[config.mk]
export PLATFORM = sky130hd
export DESIGN_NAME = lpf_front
export DESIGN_NICKNAME = d
export VERILOG_FILES = /design/src/sv/lj_pair_force_core_assert.svh /design/src/sv/lpf_pkg.sv /design/src/sv/lpf_front.sv
export SDC_FILE = /design/constraint.sdc
export NUM_CORES = 1
export LEC_CHECK = 0
export BUFFER_PORTS_ARGS = -buffer_cell sky130_fd_sc_hd__buf_2
export CELL_PAD_IN_SITES_DETAIL_PLACEMENT = 1
export CELL_PAD_IN_SITES_GLOBAL_PLACEMENT = 2
export CORE_AREA = 2 2 164 166
export DETAILED_ROUTE_END_ITERATION = 16
export DIE_AREA = 0 0 166 168
export GPL_TIMING_DRIVEN = 0
export PLACE_DENSITY = 0.84
export SLEW_MARGIN = 15
export SYNTH_ARGS = -nofsm -noshare
export SYNTH_HDL_FRONTEND = slang
export SYNTH_SLANG_ARGS = --single-unit
[constraint.sdc]
create_clock -name aclk -period 2.1 [get_ports aclk]
set_clock_uncertainty 0.2 [all_clocks]
set_input_delay 0.42 -clock aclk [delete_from_list [all_inputs] [get_ports aclk]]
set_output_delay 0.42 -clock aclk [all_outputs]
set_load 0.01 [all_outputs]
[src/sv/lj_pair_force_core_assert.svh]
// Assertion macros for the Lennard-Jones pair force core
`ifndef LJ_PAIR_FORCE_CORE_ASSERT_SVH
`define LJ_PAIR_FORCE_CORE_ASSERT_SVH
`ifndef SYNTH
`define LPF_ASSERT(lbl, clk, rstn, prop, msg) \
    lbl: assert property (@(posedge clk) disable iff (!rstn) prop) else $error(msg);
`define LPF_ASSERT_ALWAYS(lbl, clk, prop, msg) \
    lbl: assert property (@(posedge clk) prop) else $error(msg);
`else
`define LPF_ASSERT(lbl, clk, rstn, prop, msg)
`define LPF_ASSERT_ALWAYS(lbl, clk, prop, msg)
`endif
`endif

[src/sv/lpf_pkg.sv]
// Types and constants shared by the Lennard-Jones pair force core
package lpf_pkg;

    localparam int MAG_W   = 63;
    localparam int Q_DEPTH = 2;
    localparam int Q_PTR_W = $clog2(Q_DEPTH);
    localparam int Q_CNT_W = $clog2(Q_DEPTH + 1);

    localparam logic [MAG_W-1:0]  CAP           = {MAG_W{1'b1}};
    localparam logic [MAG_W-1:0]  TM_CAP        = 63'h0001_0000_0000_0000;
    localparam logic signed [49:0] E_MAX        = 50'sh0_7FFF_FFFF_FFFF;
    localparam logic signed [49:0] E_MIN        = -50'sh0_8000_0000_0000;
    localparam logic [30:0]       CUTOFF_RESET  = 31'd163840;

    typedef enum logic [1:0] {
        ENG_IDLE,
        ENG_ISSUE,
        ENG_WAIT,
        ENG_DONE
    } eng_state_t;

    typedef enum logic [3:0] {
        STEP_S,
        STEP_S2,
        STEP_S3,
        STEP_S6,
        STEP_S12,
        STEP_TM,
        STEP_CM,
        STEP_D1,
        STEP_D2,
        STEP_FX,
        STEP_FY,
        STEP_FZ
    } step_t;

    // one classified pair as it waits in the queue
    typedef struct packed {
        logic [31:0] rel_x;
        logic [31:0] rel_y;
        logic [31:0] rel_z;
        logic [30:0] distance;
        logic [30:0] well_depth;
        logic [30:0] contact_radius;
        logic        clear_energy;
        logic        zero_dist;
        logic        in_cut;
    } job_t;

    typedef struct packed {
        logic [31:0] force_x;
        logic [31:0] force_y;
        logic [31:0] force_z;
        logic [47:0] energy_total;
        logic        saturated;
        logic        zero_distance;
    } result_t;

endpackage

[src/sv/lpf_front.sv]
// Front end: takes pair requests, holds the cutoff register, classifies pairs
module lpf_front (
    input  logic          aclk,
    input  logic          aresetn,
    input  logic          s_tvalid,
    output logic          s_tready,
    input  logic [191:0]  s_tdata,
    input  logic          s_tuser,
    input  logic          cfg_valid,
    output logic          cfg_ready,
    input  logic [30:0]   cfg_data,
    input  logic          q_full,
    output logic          push,
    output lpf_pkg::job_t job
);
    logic [30:0] cutoff_reg;

    always_ff @(posedge aclk) begin
        if (!aresetn) begin
            cutoff_reg <= lpf_pkg::CUTOFF_RESET;
        end else if (cfg_valid) begin
            cutoff_reg <= cfg_data;
        end
    end

    assign cfg_ready = 1'b1;
    assign s_tready  = !q_full;
    assign push      = s_tvalid && !q_full;

    always_comb begin
        job.rel_x          = s_tdata[31:0];
        job.rel_y          = s_tdata[63:32];
        job.rel_z          = s_tdata[95:64];
        job.distance       = s_tdata[126:96];
        job.well_depth     = s_tdata[157:127];
        job.contact_radius = s_tdata[188:158];
        job.clear_energy   = s_tuser;
        job.zero_dist      = s_tdata[126:96] == 31'd0;
        job.in_cut         = s_tdata[126:96] <= cutoff_reg;
    end
endmodule

Word level (Yosys, flattened, before mapping)
Cells that the tools add are included.

storage, ports and cells
  bits in registers = 31
  bits of input ports = 229
  output and inout port bits = 195
  word-level logic and storage cells = 5

cells by class
  $lt $le $gt $ge = 1
  reductions and logical operators = 3

operators with widths
  operator              number
  <= comparator 31 bit  1
  logical NOT 31 bit    1
  logical AND 1 bit     1
  logical NOT 1 bit     1

Depth between registers and ports, before layout
  word-level depth = 2
  mapped depth = 7
  depth with buffers taken out = 7

Least setup slack after synthesis
OpenSTA, ideal clock, no wires.

  kind = input port to output port
  start = input s_tdata[125]
  end = output job[0] in the netlist's numbering
  arrival = 1.532 ns
  data required time = 1.480 ns
  setup slack = -0.052 ns
  stages = 6
  path buffers = 0
  cell sequence = ha_1 > a21oi_1 > nand2_1 > a221oi_1 > o21ai_0 > o22ai_1

RTL lines
  what         RTL line         source
  from (decl)  lpf_front.sv:7   input logic [191:0] s_tdata,
  to (decl)    lpf_front.sv:14  output lpf_pkg::job_t job

==> flow_metrics.tcl <==
set metrics [dict create \
    outcome "finished, violations left" \
    violations "setup timing" \
    final_antenna_net_count 0 \
    core_area_mm2 0.02635 \
    nets 948 \
    routed_via_density 3.374 \
    stdcell_area_mm2 0.005694 \
    clock.fmax_mhz 393.2 \
    dp_cells 1017 \
    grt_overflow 0 \
    crit_arrival_ns 1.92 \
    seqCellArea_um2 636.9 \
    clk-insertion-delay-late_ns 0.28 \
    gp_congestion 0.7550 \
    clkTransAtPathRegs_ns 0.06 \
    grt_pass1_vias 3600 \
    relSlewSlack_pct 61.69 \
    antenna_found_initial 1 \
    worst_hold_path_type "input pin to register" \
    slew_violations 0 \
    fp.dieArea_mm2 0.02789 \
    finalCriticalPeriod_ns 2.543 \
    start_util_pct 13.02 \
    p_leak_nw 2.987 \
    vias 3475 \
    ys_types 24 \
    grt_setup_unrepaired "yes" \
    fin_crit_sh_pct 121.1 \
    netlist_area_mm2 0.003431 \
    drive_gt1_share_pct 76.20 \
    syn_to_final_growth_pct 65.97 \
    grt_use_total_pct 9.700 \
    ios 424 \
    drc 0 \
    r2r_slack_ns 1.15 \
    wl_mm 14.52 \
    cp_max_fo 3 \
    p_per_area_mw_per_mm2 421.4 \
    path_class "register to output port" \
    synth-compound-area-share_pct 4.303 \
    dp.final_hpwl_mm 12.80 \
    worstSetupStartpointType "register" \
    yosysWarnings 0 \
    most-common-layout-cells "buf_2 (260), buf_4 (198), nor2b_1 (30)" \
    setup_viol 1 \
    worstHoldStart "cfg_data[17]" \
    final_common_cell "buf_2" \
    firstDrtPassIters 4 \
    grt_max_degree 12 \
    core.rowCount 60 \
    finalHoldViolations 0 \
    syn-mean-instance-area_um2 8.227 \
    grt_pass1_wl_mm 20.36 \
    fill_cells 3251 \
    multiInputGateArea_mm2 0.001548 \
    drv_cap 0 \
    layout_setup_ws_ns -0.4431 \
    die-width_um 166 \
    synthSimpleGateAreaFrac_pct 11.16 \
    clockRootBuffer "clkbuf_16" \
    synth_top_family_by_area "buffers and inverters" \
    synthXorXnorAreaFrac_pct 0 \
    seq_area_frac_synth_pct 18.09 \
    die_h_um 168 \
    tightest_slew_ns 0.5747 \
    min_delay_path_depth 3 \
    cp-end-kind "output port" \
    r2r-end "cutoff_reg[23]" \
    cts_buffers 5 \
    hold_end "cutoff_reg[17]" \
    syn_nets 677 \
    place_area_mm2 0.005187 \
    n_antenna_cell 0 \
    clkSinkCount 31 \
    tns_ns -0.4431 \
    wl_per_cell_um 14.09 \
    synth_seq_cells 31 \
    drt_iter0_drc 37 \
    clockBufferDepth 2 \
    required_ns 1.48 \
    irDropWorstVdd_uv 297.4 \
    largest_reg_flops 31 \
    io_buffers 259 \
    rr_worst_depth 3 \
    reg2reg_from "cutoff_reg[23]" \
    fin_cells 1030 \
    synthCells 417 \
    cts_htree_levels 2 \
    synth_mux_area_share_pct 8.461 \
    synth-adder-area-share_pct 11.31 \
    tritoncts "yes" \
]
layout make-up:
class                   instances  area share (%)
flip-flops and latches         31           11.18
clock inverters                 3          0.3516
repair buffers                264           23.53
inverters                      34           2.241
multi-input cells             154           27.18
clock buffers                   5           2.197
well taps                     341           7.493
plain buffers                 198           25.82
synth_stat cells (all sizes together):
cell type,instances,area [um2]
nand3,4,20.02
inv,34,127.6
nor2b,30,187.7
a211oi,1,7.510
conb,1,3.750
nand4,6,37.54
nor4,8,56.30
mux2i,29,290.3
o21ai,5,25.02
nand3b,1,7.510
buf,195,1459
nand2,13,48.80
dfxtp,31,620.6
o22ai,1,6.260
nor3,2,10.01
o211ai,2,15.01
a21oi,12,60.06
clkbuf,3,11.26
ha,31,387.9
nor2,4,15.01
a221oi,3,26.28
o31ai,1,7.510
cell families (layout without fill, tap and decap cells):
logic type      after synthesis  after routing
buf+inv                     232            504
fa+ha+maj                    31             31
simple gates                 68             68
flops                        31             31
mux                          29             29
compound gates               25             25
other cells                   1              1
stage by stage:
stage,setup slack [ns],power [W],hold slack (ns),utilization (%)
2_1_floorplan,0.01219,0.001229,0.2593,-
3_3_place_gp,-0.6743,0.001574,0.2931,19.69
3_5_place_dp,-0.6897,0.001590,0.2926,19.69
4_1_cts,-0.4458,0.002431,0.1534,21.33
5_1_grt,-0.5539,0.002565,0.1906,21.61
6_report,-0.4431,0.002399,0.1635,21.61
layer usage:
metal	GRT usage (%)	wire, um
met1	9.909	5141
met2	19.72	8092
met3	2.092	1083
met4	2.495	185
met5	0	13
power by group:
group          switching (W)  total, W  leakage, nW  internal [W]
Combinational       0.000454   0.00102         2.66      0.000564
Sequential         0.0000182  0.000645        0.261      0.000627
Clock               0.000300  0.000737       0.0658      0.000437
repair_timing:
action | CTS | global route
pin swaps | 21 | 8
setup buffers | 3 | 2
hold buffers | 0 | 0
resized for setup | 48 | 13
endpoints found under the setup margin | 2 | 2
worst max-delay path by stage:
stage | startpoint | endpoint | slack, ns | depth (start not counted)
finish | cutoff_reg[29] | job[0] | -0.44 | 8
detailed placement | s_tdata[110] | job[0] | -0.69 | 8
floorplan | s_tdata[121] | job[0] | 0.01 | 6
global route | cutoff_reg[29] | job[0] | -0.55 | 8
CTS | cutoff_reg[23] | job[0] | -0.45 | 8
global placement | s_tdata[110] | job[0] | -0.67 | 8
critical path, stage by stage, from the launching register on:
cell and delay (ns):
dfxtp_2 0.34, inv_2 0.04, ha_4 0.26, nand4_1 0.17, nor4_4 0.30, nand2_2 0.12
a21oi_2 0.15, o22ai_2 0.11, buf_6 0.14
Note: power is estimated with default switching activity, not from simulation.
