File: src/sv/lj_pair_force_core_assert.svh
// Assertion macros for the Lennard-Jones pair force core
`ifndef LJ_PAIR_FORCE_CORE_ASSERT_SVH
`define LJ_PAIR_FORCE_CORE_ASSERT_SVH
`ifndef SYNTH
`define LPF_ASSERT(lbl, clk, rstn, prop, msg) \
    lbl: assert property (@(posedge clk) disable iff (!rstn) prop) else $error(msg);
`define LPF_ASSERT_ALWAYS(lbl, clk, prop, msg) \
    lbl: assert property (@(posedge clk) prop) else $error(msg);
`else
`define LPF_ASSERT(lbl, clk, rstn, prop, msg)
`define LPF_ASSERT_ALWAYS(lbl, clk, prop, msg)
`endif
`endif

File: src/sv/lpf_pkg.sv
// Types and constants shared by the Lennard-Jones pair force core
package lpf_pkg;

    localparam int MAG_W   = 63;
    localparam int Q_DEPTH = 2;
    localparam int Q_PTR_W = $clog2(Q_DEPTH);
    localparam int Q_CNT_W = $clog2(Q_DEPTH + 1);

    localparam logic [MAG_W-1:0]  CAP           = {MAG_W{1'b1}};
    localparam logic [MAG_W-1:0]  TM_CAP        = 63'h0001_0000_0000_0000;
    localparam logic signed [49:0] E_MAX        = 50'sh0_7FFF_FFFF_FFFF;
    localparam logic signed [49:0] E_MIN        = -50'sh0_8000_0000_0000;
    localparam logic [30:0]       CUTOFF_RESET  = 31'd163840;

    typedef enum logic [1:0] {
        ENG_IDLE,
        ENG_ISSUE,
        ENG_WAIT,
        ENG_DONE
    } eng_state_t;

    typedef enum logic [3:0] {
        STEP_S,
        STEP_S2,
        STEP_S3,
        STEP_S6,
        STEP_S12,
        STEP_TM,
        STEP_CM,
        STEP_D1,
        STEP_D2,
        STEP_FX,
        STEP_FY,
        STEP_FZ
    } step_t;

    // one classified pair as it waits in the queue
    typedef struct packed {
        logic [31:0] rel_x;
        logic [31:0] rel_y;
        logic [31:0] rel_z;
        logic [30:0] distance;
        logic [30:0] well_depth;
        logic [30:0] contact_radius;
        logic        clear_energy;
        logic        zero_dist;
        logic        in_cut;
    } job_t;

    typedef struct packed {
        logic [31:0] force_x;
        logic [31:0] force_y;
        logic [31:0] force_z;
        logic [47:0] energy_total;
        logic        saturated;
        logic        zero_distance;
    } result_t;

endpackage

File: src/sv/lpf_queue.sv
// Short queue between the front end and the arithmetic engine
module lpf_queue (
    input  logic            aclk,
    input  logic            aresetn,
    input  logic            push,
    input  lpf_pkg::job_t   push_job,
    output logic            full,
    input  logic            pop,
    output lpf_pkg::job_t   pop_job,
    output logic            not_empty
);
    lpf_pkg::job_t                   mem [lpf_pkg::Q_DEPTH];
    logic [lpf_pkg::Q_PTR_W-1:0]     wr_ptr_reg, rd_ptr_reg;
    logic [lpf_pkg::Q_CNT_W-1:0]     cnt_reg;

    always_ff @(posedge aclk) begin
        if (push) begin
            mem[wr_ptr_reg] <= push_job;
        end
    end

    always_ff @(posedge aclk) begin
        if (!aresetn) begin
            wr_ptr_reg <= '0;
            rd_ptr_reg <= '0;
            cnt_reg    <= '0;
        end else begin
            if (push) wr_ptr_reg <= wr_ptr_reg + 1'b1;
            if (pop)  rd_ptr_reg <= rd_ptr_reg + 1'b1;
            if (push && !pop)      cnt_reg <= cnt_reg + 1'b1;
            else if (pop && !push) cnt_reg <= cnt_reg - 1'b1;
        end
    end

    assign pop_job   = mem[rd_ptr_reg];
    assign full      = cnt_reg == lpf_pkg::Q_CNT_W'(lpf_pkg::Q_DEPTH);
    assign not_empty = cnt_reg != '0;
endmodule

File: config.mk
export PLATFORM = sky130hd
export DESIGN_NAME = lpf_queue
export DESIGN_NICKNAME = d
export VERILOG_FILES = /design/src/sv/lj_pair_force_core_assert.svh /design/src/sv/lpf_pkg.sv /design/src/sv/lpf_queue.sv
export SDC_FILE = /design/constraint.sdc
export NUM_CORES = 1
export LEC_CHECK = 0
export BUFFER_PORTS_ARGS = -buffer_cell sky130_fd_sc_hd__buf_2
export CORE_MARGIN = 10
export CORE_UTILIZATION = 45
export DETAILED_ROUTE_END_ITERATION = 10
export PLACE_DENSITY = 0.82
export RECOVER_POWER = 100
export SYNTH_ARGS = -nofsm -noshare
export SYNTH_HDL_FRONTEND = slang
export SYNTH_SLANG_ARGS = --single-unit
File: constraint.sdc
create_clock -name aclk -period 20.8 [get_ports aclk]
set_clock_uncertainty 0.1 [all_clocks]
set_input_delay 1.04 -clock aclk [delete_from_list [all_inputs] [get_ports aclk]]
set_output_delay 1.04 -clock aclk [all_outputs]
set_load 0.03 [all_outputs]
Word-level counts from Yosys, hierarchy flattened
Memories as Yosys holds them, arrays and structs flattened. A register that Yosys moved wholly into a read port is not among the register bits.
Cells that the tools add are included.
{"block": "word_totals", "reg_bits": 4, "ram_bits": 384, "input_bits": 196, "out_inout_bits": 194, "wordCells": 21, "n_memories": 1}
{"memory": "mem", "words": 2, "word_bits": 192, "read_ports": 1, "rd_ports_with_merged_regs": 1, "wr": 1, "line_no": "lpf_queue.sv:12", "source": "lpf_pkg::job_t mem [lpf_pkg::Q_DEPTH];"}
{"block": "classes", "addsub": 4, "eq_ne": 1, "mux": 6, "reduce_logical": 6}
{"cell": "$mux 1", "n": 4}
{"cell": "$mux 2", "n": 2}
{"cell": "$reduce_bool 2->1", "n": 2}
{"cell": "$add 1x1->1 const B", "n": 2}
{"cell": "$add 2x1->2 const B", "n": 1}
{"cell": "$eq 2x2->1 const B", "n": 1}
{"cell": "$logic_and 1x1->1", "n": 2}
{"cell": "$logic_not 1->1", "n": 2}
{"cell": "$sub 2x1->2 const B", "n": 1}

Logic depth before layout (Yosys ltp)
Gate-level depths: netlist of the first run.
{"block": "depth", "depth_word": 4, "depth_mapped": 5}

Worst setup path after synthesis of the first run
OpenSTA, ideal clock, no wires.
{"block": "synth_timing", "path_type": "input to register", "from": "input push", "to": "register wr_ptr_reg", "t_arrival_ns": 10.033, "path_slack_ns": 10.570, "stages": 2, "cell_sequence": "nor2b_1 -> o21a_1"}
{"item": "from (decl)", "line_no": "lpf_queue.sv:5", "source": "input logic push,"}
{"item": "to (signal assigned)", "line_no": "lpf_queue.sv:28", "source": "if (push) wr_ptr_reg <= wr_ptr_reg + 1'b1;"}
{"item": "to (decl)", "line_no": "lpf_queue.sv:13", "source": "logic [lpf_pkg::Q_PTR_W-1:0] wr_ptr_reg, rd_ptr_reg;"}

==> impl_summary.txt, run 1 <==
----------------------------------------------------
[Placed design]
  Number of buffer cells added on primary ports ... a little under 400
  Total instance count after detailed placement ... 1390
  Detailed-placement wirelength estimate ... 22100 um
  Placer Congestion ... roughly 0.74
  Setup Slack @ Placement ... between 15 and 20 ns

[Finish]
  Final Net Count ... 1232
  Ratio of cells with drive above 1 in the final layout ... 0.3195
  Number of flip-flops under the largest register name ... 384
  Final Non-Filler Cells ... approximately 1500
  Area Overhead vs Synth ... 21.64%

[STA]
  Final min period ... approximately 7.4 ns
  Fraction of the cycle the final worst path needs ... 0.3545
  Relative slew slack ... -1.960
  PnR worst setup slack ... between 10 and 15 ns
  Least-Margin Pin Slew ... approximately 4.4 ns
  Setup repair after global routing missed its margin ... false
  Setup TNS ... 0 ns
  Final setup violation count ... 0
  Number of failing hold endpoints at the final stage ... 0
  Final number of max-transition violations ... roughly 580
  Peak clock frequency supported by timing ... 135.6 MHz

[Critical path]
  Register-to-Register Setup Slack ... approximately 14 ns
  Endpoint type of the worst setup path ... output pin
  Crit Reg-Reg Endpoint ... mem[1][32]
  Max FO, Critical Path ... 78
  Worst path required time ... around 20 ns
  Worst setup path class ... flop to output pin
  Element type at the critical path start ... flop
  Crit Reg-Reg Startpoint ... wr_ptr_reg
  R2r worst-path depth ... 2
  Worst endpoint data arrival time ... ~6.2 ns

[Worst hold path]
  Worst hold path class ... flop to flop
  WHS Endpoint ... cnt_reg[1]
  Hold Path Stages ... 2
  Launch point of the worst hold path ... cnt_reg[1]

[Yosys]
  Main flop type after synthesis ... sky130_fd_sc_hd__edfxtp_1
  Dominant cell type by area after synthesis ... sky130_fd_sc_hd__edfxtp_1
  Synth top area share ... 0.8154
  Avg Cell Area, Syn ... 22.85 um2
  Yosys warns ... 0
  Post-synthesis sequential area ratio ... 0.8224
  Synthesized Nets ... between 800 and 900
  Synth Cell Area ... 14140 um2
  Most frequent cells after synthesis ... sky130_fd_sc_hd__edfxtp_1 (384), sky130_fd_sc_hd__mux2_2 (192), sky130_fd_sc_hd__buf_6 (20)
  Number of different library cells in the post-synthesis netlist ... 16
  Cells taking the most area after synthesis ... sky130_fd_sc_hd__edfxtp_1 (82%), sky130_fd_sc_hd__mux2_2 (15%), sky130_fd_sc_hd__buf_6 (1.6%), sky130_fd_sc_hd__dfxtp_1 (0.71%), sky130_fd_sc_hd__and2_1 (0.18%)
  Most instantiated library cell after synthesis ... sky130_fd_sc_hd__edfxtp_1
  Share of flip-flops with an asynchronous set or reset ... 0
  Cell count after synthesis ... 619
  FF+latch count, synth ... 389
  Number of enable-type register cells in the synthesized netlist ... 384

[Routing]
  Detail Route Antenna Nets ... 0
  Drt first-iter violations ... 309
  First-pass detailed-route iteration total ... 4
  Wire length per cell after detailed routing ... between 20 and 25 um
  DRC violations left ... 0
  Via count ... between 7000 and 8000
  Drt total wl ... 31760 um
  Via count normalized by instance count ... 5.026

[CTS]
  Post-CTS Setup Repair Bufs ... 0
  Clk sink count ... just under 400
  Clock-pin slew reported for the worst setup and hold paths after clock tree synthesis ... approximately 0.060 ns
  Number of cells upsized or downsized after cts ... 0
  Number of CTS-inserted buffers ... 39
  Latest clock arrival within the worst-skew pair ... 0.51 ns
  Root buffer selected by CTS ... sky130_fd_sc_hd__clkbuf_16
  Hold_buf cts ... 0
  CTS tree ... built
  Max H-tree Level ... 2
  Buffers from clock root to sink, at most ... 3

[GRT]
  Largest net degree at the start of global routing ... 79
  Global-route wire length before repair ... ~47000 um
  Vias in the first global route ... around 7900
  Global Route Usage Sum ... 0.1558
  Overall overflow remaining after global route ... 0
  Initial antenna violation count ... 6

[Outcome]
  Outcome ... complete, but fails checks
  Violations in the final reports ... capacitance limit, slew limit

[Floorplanning]
  Starting utilization of the core area ... 0.4587
  Full die area ... approximately 39000 um2
  Standard-cell rows ... 64
  Number of ports placed on the die boundary ... 390
  Chip Height ... just under 200 um
  Placeable core area ... ~31000 um2
  Chip Width ... about 200 um

[Pwr]
  Worst voltage drop across the vdd grid ... a little under 0.09 mV
  Power Dens Cells ... approximately 100 nW/um2
  Leak ... 5.772 nW

[Job]
  Max Cap Violations ... 9

----------------------------------------------------
[critical path, stage by stage, from the launching register on]
cell and delay (ns):
sky130_fd_sc_hd__dfxtp_1 1.53, sky130_fd_sc_hd__clkbuf_1 3.08, sky130_fd_sc_hd__mux2_2 0.62, sky130_fd_sc_hd__clkbuf_1 0.35
[how the worst max path moves through the flow]
stage               start      endpoint  depth (start not counted)
finish               flop   pop_job[40]                          3
global route         flop  pop_job[167]                          3
CTS                  flop  pop_job[165]                          3
detailed placement   push    mem[0][42]                          4
global placement     flop  pop_job[165]                          3
floorplan            push    wr_ptr_reg                          2
[final cells by class]
cell class / instances / area, um2
Clock inverter: 16 / 126.4
Timing Repair Buffer: 396 / 1635
Fill cell: 2455 / 13630
Inverter: 1 / 3.754
Multi-Input combinational cell: 208 / 2277
Sequential cell: 389 / 11630
Tap cell: 396 / 495.5
Clock buffer: 51 / 1021
Antenna cell: 5 / 12.51
[logic make-up after synthesis]
| family | count (synthesis) | synth area share |
|---|---|---|
| AOI/OAI and AO/OA | 3 | 0.001416 |
| xor gates and xnor gates | 3 | 0.001858 |
| adders and majority gates | 1 | 0.0008846 |
| buffers and inverters | 22 | 0.01654 |
| DFF | 389 | 0.8224 |
| muxes | 192 | 0.1529 |
| and+or+nand+nor | 9 | 0.003982 |
[per-stage QoR]
stage               utilization  total power [W]  cell area, um2  hold WS [ns]
floorplan                     -         0.001103           14140        0.3606
CTS                      0.5698         0.001810           17570        0.4327
detailed placement       0.5326         0.001172           16420        0.4222
global placement         0.5326         0.001166           16420        0.3772
finish                   0.5580         0.001785           17200        0.4459
global route             0.5578         0.001852           17200        0.4723
[power breakdown]
part | switching (W) | internal [W] | total (W)
sequential | 0.0000117 | 0.000911 | 0.000923
clock | 0.000266 | 0.000369 | 0.000636
combinational | 0.000155 | 0.0000718 | 0.000226
total | 0.000433 | 0.00135 | 0.00178
[cells in the final DEF (no fill, tap or decap), drive strengths merged]
cell / instances
diode: 5
edfxtp: 384
xnor2: 1
ha: 1
nor2b: 3
inv: 2
dfxtp: 5
bufinv: 2
and2: 4
mux2: 192
a21boi: 1
o21a: 1
clkbuf: 326
xor2: 2
or2: 1
clkinvlp: 1
o21ai: 1
or3: 1
clkinv: 12
buf: 121
[routing by layer]
metal	global-route usage	vias up	part of all wire
li1	-	3318	-
met3	0.05486	65	0.090
met5	0	-	0.0012
met2	0.2749	285	0.52
met4	0.05298	6	0.027
met1	0.1713	3674	0.36
(Power assumes the default switching activity.)
==> run 2, diff against run 1 <==
clock period = 7.5 ns   (was 20.8 ns; I/O delays follow)
==> run 2 against run 1 <==
Net effect:
- sequential share of layout area down 6.8 points
- core utilization rose by 6.2 points
- total power grew to 2.9 times the previous value
- combinational power increased to 3.1 times the previous value
- flip-flop and latch count did not move
- worst hold slack lost 0.40 ns
- first-iteration DRC count grew 22%
- cell count increased by 13%
- register-to-register slack lost 12 ns
- sequential power rose to 2.8 times the previous value
- the run still ends with capacitance limit, slew limit left
==> impl_summary.txt, run 2 (synthesis gave the netlist of run 1 again) <==
----------------------------------------------------
[Outcome]
  Outcome ... complete, but fails checks
  Violations in the final reports ... capacitance limit, slew limit

[GRT]
  Largest net degree at the start of global routing ... 98
  Initial antenna violation count ... 4
  Global routing usage on met3 ... 0.04583
  Overall overflow remaining after global route ... 0
  Global Route Usage Sum ... 0.1775
  Met1 GRT Util ... 0.1960
  Global-route wire length before repair ... between 50000 and 60000 um
  Met2 capacity usage during global routing ... 0.3163
  Vias in the first global route ... ~9100
  Most used routing layer in global routing ... met2

[STA]
  Least-Margin Pin Slew ... a little under 4 ns
  Setup repair after global routing missed its margin ... false
  Final setup violation count ... 0
  Final number of max-transition violations ... 450
  Setup TNS ... 0 ns
  Fraction of the cycle the final worst path needs ... 0.6816
  Final min period ... around 5.1 ns
  Number of failing hold endpoints at the final stage ... 0
  Final hold slack ... roughly 0.045 ns
  Relative slew slack ... -1.650
  Peak clock frequency supported by timing ... around 200 MHz

[CTS]
  Clock-pin slew reported for the worst setup and hold paths after clock tree synthesis ... 0.06 ns
  Root buffer selected by CTS ... sky130_fd_sc_hd__clkbuf_16
  Clk sink count ... about 390
  Number of CTS-inserted buffers ... 39
  Number of cells upsized or downsized after cts ... 0
  Max H-tree Level ... 2
  CTS tree ... built
  Latest clock arrival within the worst-skew pair ... 0.51 ns
  Buffers from clock root to sink, at most ... 3

[Routing]
  DRC violations left ... 0
  Drt total wl ... roughly 36000 um
  Via count ... roughly 8000
  Via count normalized by instance count ... around 4.9
  First-pass detailed-route iteration total ... 5
  Drt first-iter violations ... around 380
  Detail Route Antenna Nets ... 0
  Wire length per cell after detailed routing ... between 20 and 25 um

[Placed design]
  Number of buffer cells added on primary ports ... just under 400
  Total instance count after detailed placement ... between 1000 and 1500
  Placer Congestion ... 0.7579
  Post-Place Cell Area ... between 15000 and 20000 um2
  Detailed-placement wirelength estimate ... around 22000 um

[Floorplanning]
  Standard-cell rows ... 64
  Chip Height ... about 200 um
  Placeable core area ... between 30000 and 40000 um2
  Number of ports placed on the die boundary ... just under 400
  Chip Width ... approximately 200 um
  Full die area ... 38920 um2
  Starting utilization of the core area ... 0.4587

[Finish]
  Most used cells in the layout excluding fill and tap cells ... sky130_fd_sc_hd__edfxtp_1 (384), sky130_fd_sc_hd__clkbuf_1 (327), sky130_fd_sc_hd__dlygate4sd3_1 (192)
  Final Non-Filler Cells ... between 1500 and 2000
  Ratio of cells with drive above 1 in the final layout ... 0.2343
  Final Net Count ... between 1000 and 1500
  Post-route cell area ... approximately 19000 um2
  Most common cell after layout, fill and taps aside ... sky130_fd_sc_hd__edfxtp_1
  Number of flip-flops under the largest register name ... roughly 380
  Area Overhead vs Synth ... 35.19%
  Final core utilization ... 0.6202

[Critical path]
  Worst endpoint data arrival time ... 5.08 ns
  Max FO, Critical Path ... 97
  Worst path required time ... roughly 7.5 ns
  Element type at the critical path start ... flop
  Timing startpoint of the critical path ... wr_ptr_reg
  Endpoint type of the worst setup path ... flop
  Crit Reg-Reg Startpoint ... wr_ptr_reg
  Register-to-Register Setup Slack ... approximately 2.4 ns
  Worst setup path class ... flop to flop
  R2r worst-path depth ... 2
  Worst setup path endpoint ... mem[0][164]
  Crit Reg-Reg Endpoint ... mem[0][164]

[Job]
  Max Cap Violations ... 7

[Pwr]
  Internal power contribution ... roughly 0.0038 W
  Proportion of total power due to net switching ... 0.2462
  Net switching power ... 0.001254 W
  Part of the total power dissipated in the clock network ... 0.358
  Power Dens Cells ... ~270 nW/um2
  Portion of total power attributed to combinational logic ... 0.139
  Worst voltage drop across the vdd grid ... approximately 0.22 mV
  Leak ... 6.488 nW
  Relative contribution of sequential cells to total power ... 0.502

[Worst hold path]
  Worst hold path class ... input pin to flop
  Hold Path Stages ... 2

----------------------------------------------------
-- run 2: cell count changes in the layout (fill, tap and decap cells not counted), sizes merged --
cell         delta
dlygate4sd3   +192
inv             -1
diode           -1
clkbuf         +49
clkinv          +5
buf            -51
-- run 2: what timing repair did --
item                      CTS  global route
hold endpoints to repair  384             0
setup buffers               0             0
hold buffers              192             0
-- run 2: final cells by class --
class	count	area (um2)
Clock buffer	50	1060
Fill cell	2227	11710
Clock inverter	20	137.6
Inverter	1	3.754
Timing Repair Buffer	587	3502
Antenna cell	4	10.01
Sequential cell	389	11630
Tap cell	396	495.5
Multi-Input combinational cell	208	2280
-- run 2: critical path: stages, from the launching register on --
cell                       delay [ns]
sky130_fd_sc_hd__dfxtp_1         0.32
sky130_fd_sc_hd__nor2b_1         2.06
sky130_fd_sc_hd__clkbuf_2        2.04
-- run 2: power groups by stage --
| stage | clock network [W] | registers [W] | logic, W |
|---|---|---|---|
| floorplan | 0 | 0.00259 | 0.000455 |
| global placement | 0 | 0.00259 | 0.000641 |
| detailed placement | 0 | 0.00260 | 0.000652 |
| CTS | 0.00186 | 0.00255 | 0.000739 |
| global route | 0.00195 | 0.00257 | 0.000748 |
| finish | 0.00182 | 0.00256 | 0.000708 |
-- run 2: routing by layer --
layer | up-vias | routed length, um
met1 | 4006 | 12880
met2 | 359 | 18830
met3 | 86 | 2751
met5 | - | 0
li1 | 3693 | -
met4 | 0 | 1337
-- run 2: metrics by stage --
| step | power, W | worst slack (ns) |
|---|---|---|
| final | 0.005091 | 2.388 |
| after global routing | 0.005267 | 2.066 |
| after CTS | 0.005154 | 4.206 |
| after detailed placement | 0.003248 | 4.718 |
| after global placement | 0.003229 | 4.744 |
| after floorplan | 0.003050 | 1.567 |
-- run 2: worst min path at each step --
| stage | start | to |
|---|---|---|
| after CTS | aresetn | wr_ptr_reg |
| after global routing | aresetn | wr_ptr_reg |
| after global placement | cnt_reg[1] | cnt_reg[1] |
| after floorplan | cnt_reg[1] | cnt_reg[1] |
| final | aresetn | wr_ptr_reg |
| after detailed placement | cnt_reg[1] | cnt_reg[1] |
==> run 3, diff against run 2 <==
ABC_AREA = 1   (was default)
clock period = 5.2 ns   (was 7.5 ns; I/O delays follow)
==> run 3 against run 2 <==
Net effect:
- the flow still finishes with violations (capacitance limit, slew limit)
- clock power grew 45%
- first-iteration DRC count grew 25%
- count of clock-buffer cells in the layout grew 2
- wire length grew 6.0%
- critical path type is now input pin to flop
- via count grew 3.5%
- flip-flop and latch count is the same
- largest cell class unchanged
- largest power group unchanged
- synthesized area is essentially flat
- sequential share of layout area shrank 0.29 points
- highest routed layer unchanged
- critical path depth grew 3
- synthesized cell count grew 2.1%
- global-route usage grew 1.1 points
==> impl_summary.txt, run 3 <==
----------------------------------------------------
[Pwr]
  Worst voltage drop across the vdd grid ... approximately 0.44 mV
  Leak ... ~6.6 nW
  Relative contribution of sequential cells to total power ... 0.509
  Power Dens Cells ... ~380 nW/um2
  Portion of total power attributed to combinational logic ... 0.128
  Internal power contribution ... between 0.005 and 0.006 W
  Net switching power ... 0.001798 W
  Part of the total power dissipated in the clock network ... 0.363
  Proportion of total power due to net switching ... 0.2474

[Yosys]
  Yosys warns ... 0
  Largest family of logic cells by synthesized area ... multiplexers
  Area share of xor/xnor cells in the synthesized design ... 0
  Avg Cell Area, Syn ... ~22 um2
  Cell count after synthesis ... ~630
  Synth top area share ... 0.8149
  Fraction of synthesized area in multiplexers ... 0.1528
  FF+latch count, synth ... slightly below 400
  Share of synthesized cell area in and, or, nand and nor gates ... 0.005305
  Post-synthesis sequential area ratio ... 0.8219
  Most instantiated library cell after synthesis ... sky130_fd_sc_hd__edfxtp_1
  Number of enable-type register cells in the synthesized netlist ... between 300 and 400
  Adder and majority gate portion of the synthesized area ... 0.0008842
  Synthesized Nets ... just over 800
  Synth Cell Area ... between 10000 and 15000 um2
  Cells taking the most area after synthesis ... sky130_fd_sc_hd__edfxtp_1 (81%), sky130_fd_sc_hd__mux2_2 (15%), sky130_fd_sc_hd__buf_6 (1.6%), sky130_fd_sc_hd__dfxtp_1 (0.71%), sky130_fd_sc_hd__nand2_1 (0.24%)
  Most frequent cells after synthesis ... sky130_fd_sc_hd__edfxtp_1 (384), sky130_fd_sc_hd__mux2_2 (192), sky130_fd_sc_hd__buf_6 (20)
  Area fraction in compound gates after synthesis ... 0.0007073
  Number of different library cells in the post-synthesis netlist ... 13
  Main flop type after synthesis ... sky130_fd_sc_hd__edfxtp_1
  Dominant cell type by area after synthesis ... sky130_fd_sc_hd__edfxtp_1
  Share of flip-flops with an asynchronous set or reset ... 0

[Outcome]
  Outcome ... complete, but fails checks
  Violations in the final reports ... capacitance limit, slew limit

[Floorplanning]
  Number of ports placed on the die boundary ... 390
  Starting utilization of the core area ... 0.4590
  Full die area ... a little under 40000 um2
  Chip Width ... 197.3 um
  Standard-cell rows ... 64
  Chip Height ... between 150 and 200 um
  Placeable core area ... between 30000 and 40000 um2

[Finish]
  Post-route cell area ... 19220 um2
  Number of flip-flops under the largest register name ... 384
  Storage element area ... roughly 12000 um2
  Ratio of cells with drive above 1 in the final layout ... 0.2286
  Final core utilization ... 0.6233
  Most common cell after layout, fill and taps aside ... sky130_fd_sc_hd__edfxtp_1
  Final Net Count ... ~1400
  Final Non-Filler Cells ... 1672
  Multi-input gate area in the final layout ... between 2000 and 2500 um2
  Fill cell instance count of the final layout ... between 2000 and 2500
  Area Overhead vs Synth ... 35.79%
  Most used cells in the layout excluding fill and tap cells ... sky130_fd_sc_hd__edfxtp_1 (384), sky130_fd_sc_hd__clkbuf_1 (331), sky130_fd_sc_hd__dlygate4sd3_1 (196)

[GRT]
  Global-route wire length before repair ... 56170 um
  Largest net degree at the start of global routing ... between 100 and 150
  Initial antenna violation count ... 2
  Overall overflow remaining after global route ... 0
  Vias in the first global route ... roughly 9300
  Global Route Usage Sum ... 0.1882

[Worst hold path]
  Launch point of the worst hold path ... push_job[17]
  Worst hold path class ... input pin to flop
  Hold Path Stages ... 2
  WHS Endpoint ... mem[1][17]

[STA]
  Setup TNS ... 0 ns
  Final number of max-transition violations ... approximately 130
  Final setup violation count ... 0
  Least-Margin Pin Slew ... approximately 2.3 ns
  Number of failing hold endpoints at the final stage ... 0
  Final min period ... 3.644 ns
  PnR worst setup slack ... between 1.5 and 2 ns
  Peak clock frequency supported by timing ... roughly 270 MHz
  Setup repair after global routing missed its margin ... false
  Fraction of the cycle the final worst path needs ... 0.7008
  Relative slew slack ... -0.5593

[Job]
  Max Cap Violations ... 2

[CTS]
  Clock-pin slew reported for the worst setup and hold paths after clock tree synthesis ... roughly 0.06 ns
  CTS tree ... built
  Buffers from clock root to sink, at most ... 3
  Number of CTS-inserted buffers ... 40
  Latest clock arrival within the worst-skew pair ... ~0.51 ns
  Max H-tree Level ... 2
  Post-CTS Setup Repair Bufs ... 0
  Root buffer selected by CTS ... sky130_fd_sc_hd__clkbuf_16
  Number of cells upsized or downsized after cts ... 0
  Hold_buf cts ... between 150 and 200
  Clk sink count ... around 390

[Routing]
  Drt total wl ... 37930 um
  DRC violations left ... 0
  Detail Route Antenna Nets ... 0
  Drt first-iter violations ... 472
  Wire length per cell after detailed routing ... 22.68 um
  Via count normalized by instance count ... 5.042
  Via count ... approximately 8400
  First-pass detailed-route iteration total ... 4

[Placed design]
  Placer Congestion ... about 0.82
  Detailed-placement wirelength estimate ... approximately 22000 um
  Setup Slack @ Placement ... ~2.6 ns
  Post-Place Cell Area ... roughly 16000 um2
  Total instance count after detailed placement ... around 1400
  Number of buffer cells added on primary ports ... 389

[Critical path]
  Element type at the critical path start ... input pin
  Crit Reg-Reg Endpoint ... mem[0][33]
  Max FO, Critical Path ... between 40 and 50
  Register-to-Register Setup Slack ... 1.77 ns
  R2r worst-path depth ... 2
  Worst endpoint data arrival time ... 3.68 ns
  Worst path required time ... 5.24 ns
  Worst setup path class ... input pin to flop
  Crit Reg-Reg Startpoint ... wr_ptr_reg
  Endpoint type of the worst setup path ... flop

----------------------------------------------------
==> run 3: changes by cell type in the layout (fill, tap and decap cells not counted), moves of 3 or more <==
cell                            delta
sky130_fd_sc_hd__buf_12            +3
sky130_fd_sc_hd__clkbuf_1          +4
sky130_fd_sc_hd__clkbuf_2          -4
sky130_fd_sc_hd__clkinv_1          -3
sky130_fd_sc_hd__dlygate4sd3_1     +4
sky130_fd_sc_hd__inv_1             +6
sky130_fd_sc_hd__inv_6             +3
sky130_fd_sc_hd__mux2_1            +3
sky130_fd_sc_hd__mux2_2            -3
sky130_fd_sc_hd__nand2_1           +9
sky130_fd_sc_hd__nor2_1            +8
sky130_fd_sc_hd__nor2b_1           -3
==> run 3: cell families (layout without fill, tap and decap cells) <==
group / after synthesis / after routing
DFF: 389 / 389
muxes: 192 / 192
buffers and inverters: 29 / 670
and+or+nand+nor: 19 / 19
AOI/OAI and AO/OA: 2 / 2
adders and majority gates: 1 / 1
other: 0 / 3
==> run 3: worst max-delay path by stage <==
stage | startpoint | endpoint | slack, ns | cells after the start
finish | push | mem[0][33] | 1.56 | 5
detailed placement | flop | pop_job[122] | 2.63 | 3
global route | push | mem[0][3] | 1.22 | 5
CTS | flop | pop_job[122] | 2.06 | 3
global placement | flop | pop_job[122] | 2.60 | 3
floorplan | wr_ptr_reg | mem[1][0] | 0.38 | 2
==> run 3: final cells by class <==
cell class                      instances  area share
Sequential cell                       389      0.6055
Clock inverter                         19    0.006772
Timing Repair Buffer                  591      0.1867
Clock buffer                           52     0.05554
Multi-Input combinational cell        214      0.1176
Tap cell                              396     0.02578
Inverter                                8    0.001758
Antenna cell                            3   0.0003907
==> run 3: routing by layer <==
metal  GRT usage  share of wire  up-vias
met4     0.07833          0.036        0
met3     0.06848          0.099       83
met2      0.3228           0.50      449
li1            -              -     3732
met1      0.2080           0.36     4167
met5           0              0        -
==> run 3: metrics by stage <==
stage | total power (W) | hold slack [ns]
after floorplan | 0.004313 | 0.2589
after global placement | 0.004576 | 0.3474
after detailed placement | 0.004601 | 0.3511
after CTS | 0.007345 | 0.3227
after global routing | 0.007505 | 0.3471
final | 0.007267 | 0.3644
==> run 3: power by group through the flow <==
stage	Clock (W)	Sequential, W	Combinational, W
floorplan	0	0.00374	0.000572
global placement	0	0.00375	0.000829
detailed placement	0	0.00376	0.000845
CTS	0.00268	0.00369	0.000970
global route	0.00281	0.00371	0.000983
finish	0.00264	0.00370	0.000930
==> run 3: critical path, cell delays in order <==
cell and delay, ns:
sky130_fd_sc_hd__dlygate4sd3_1 0.54, sky130_fd_sc_hd__clkbuf_1 0.19, sky130_fd_sc_hd__inv_1 0.06, sky130_fd_sc_hd__nor2_1 1.48
sky130_fd_sc_hd__clkbuf_2 1.11
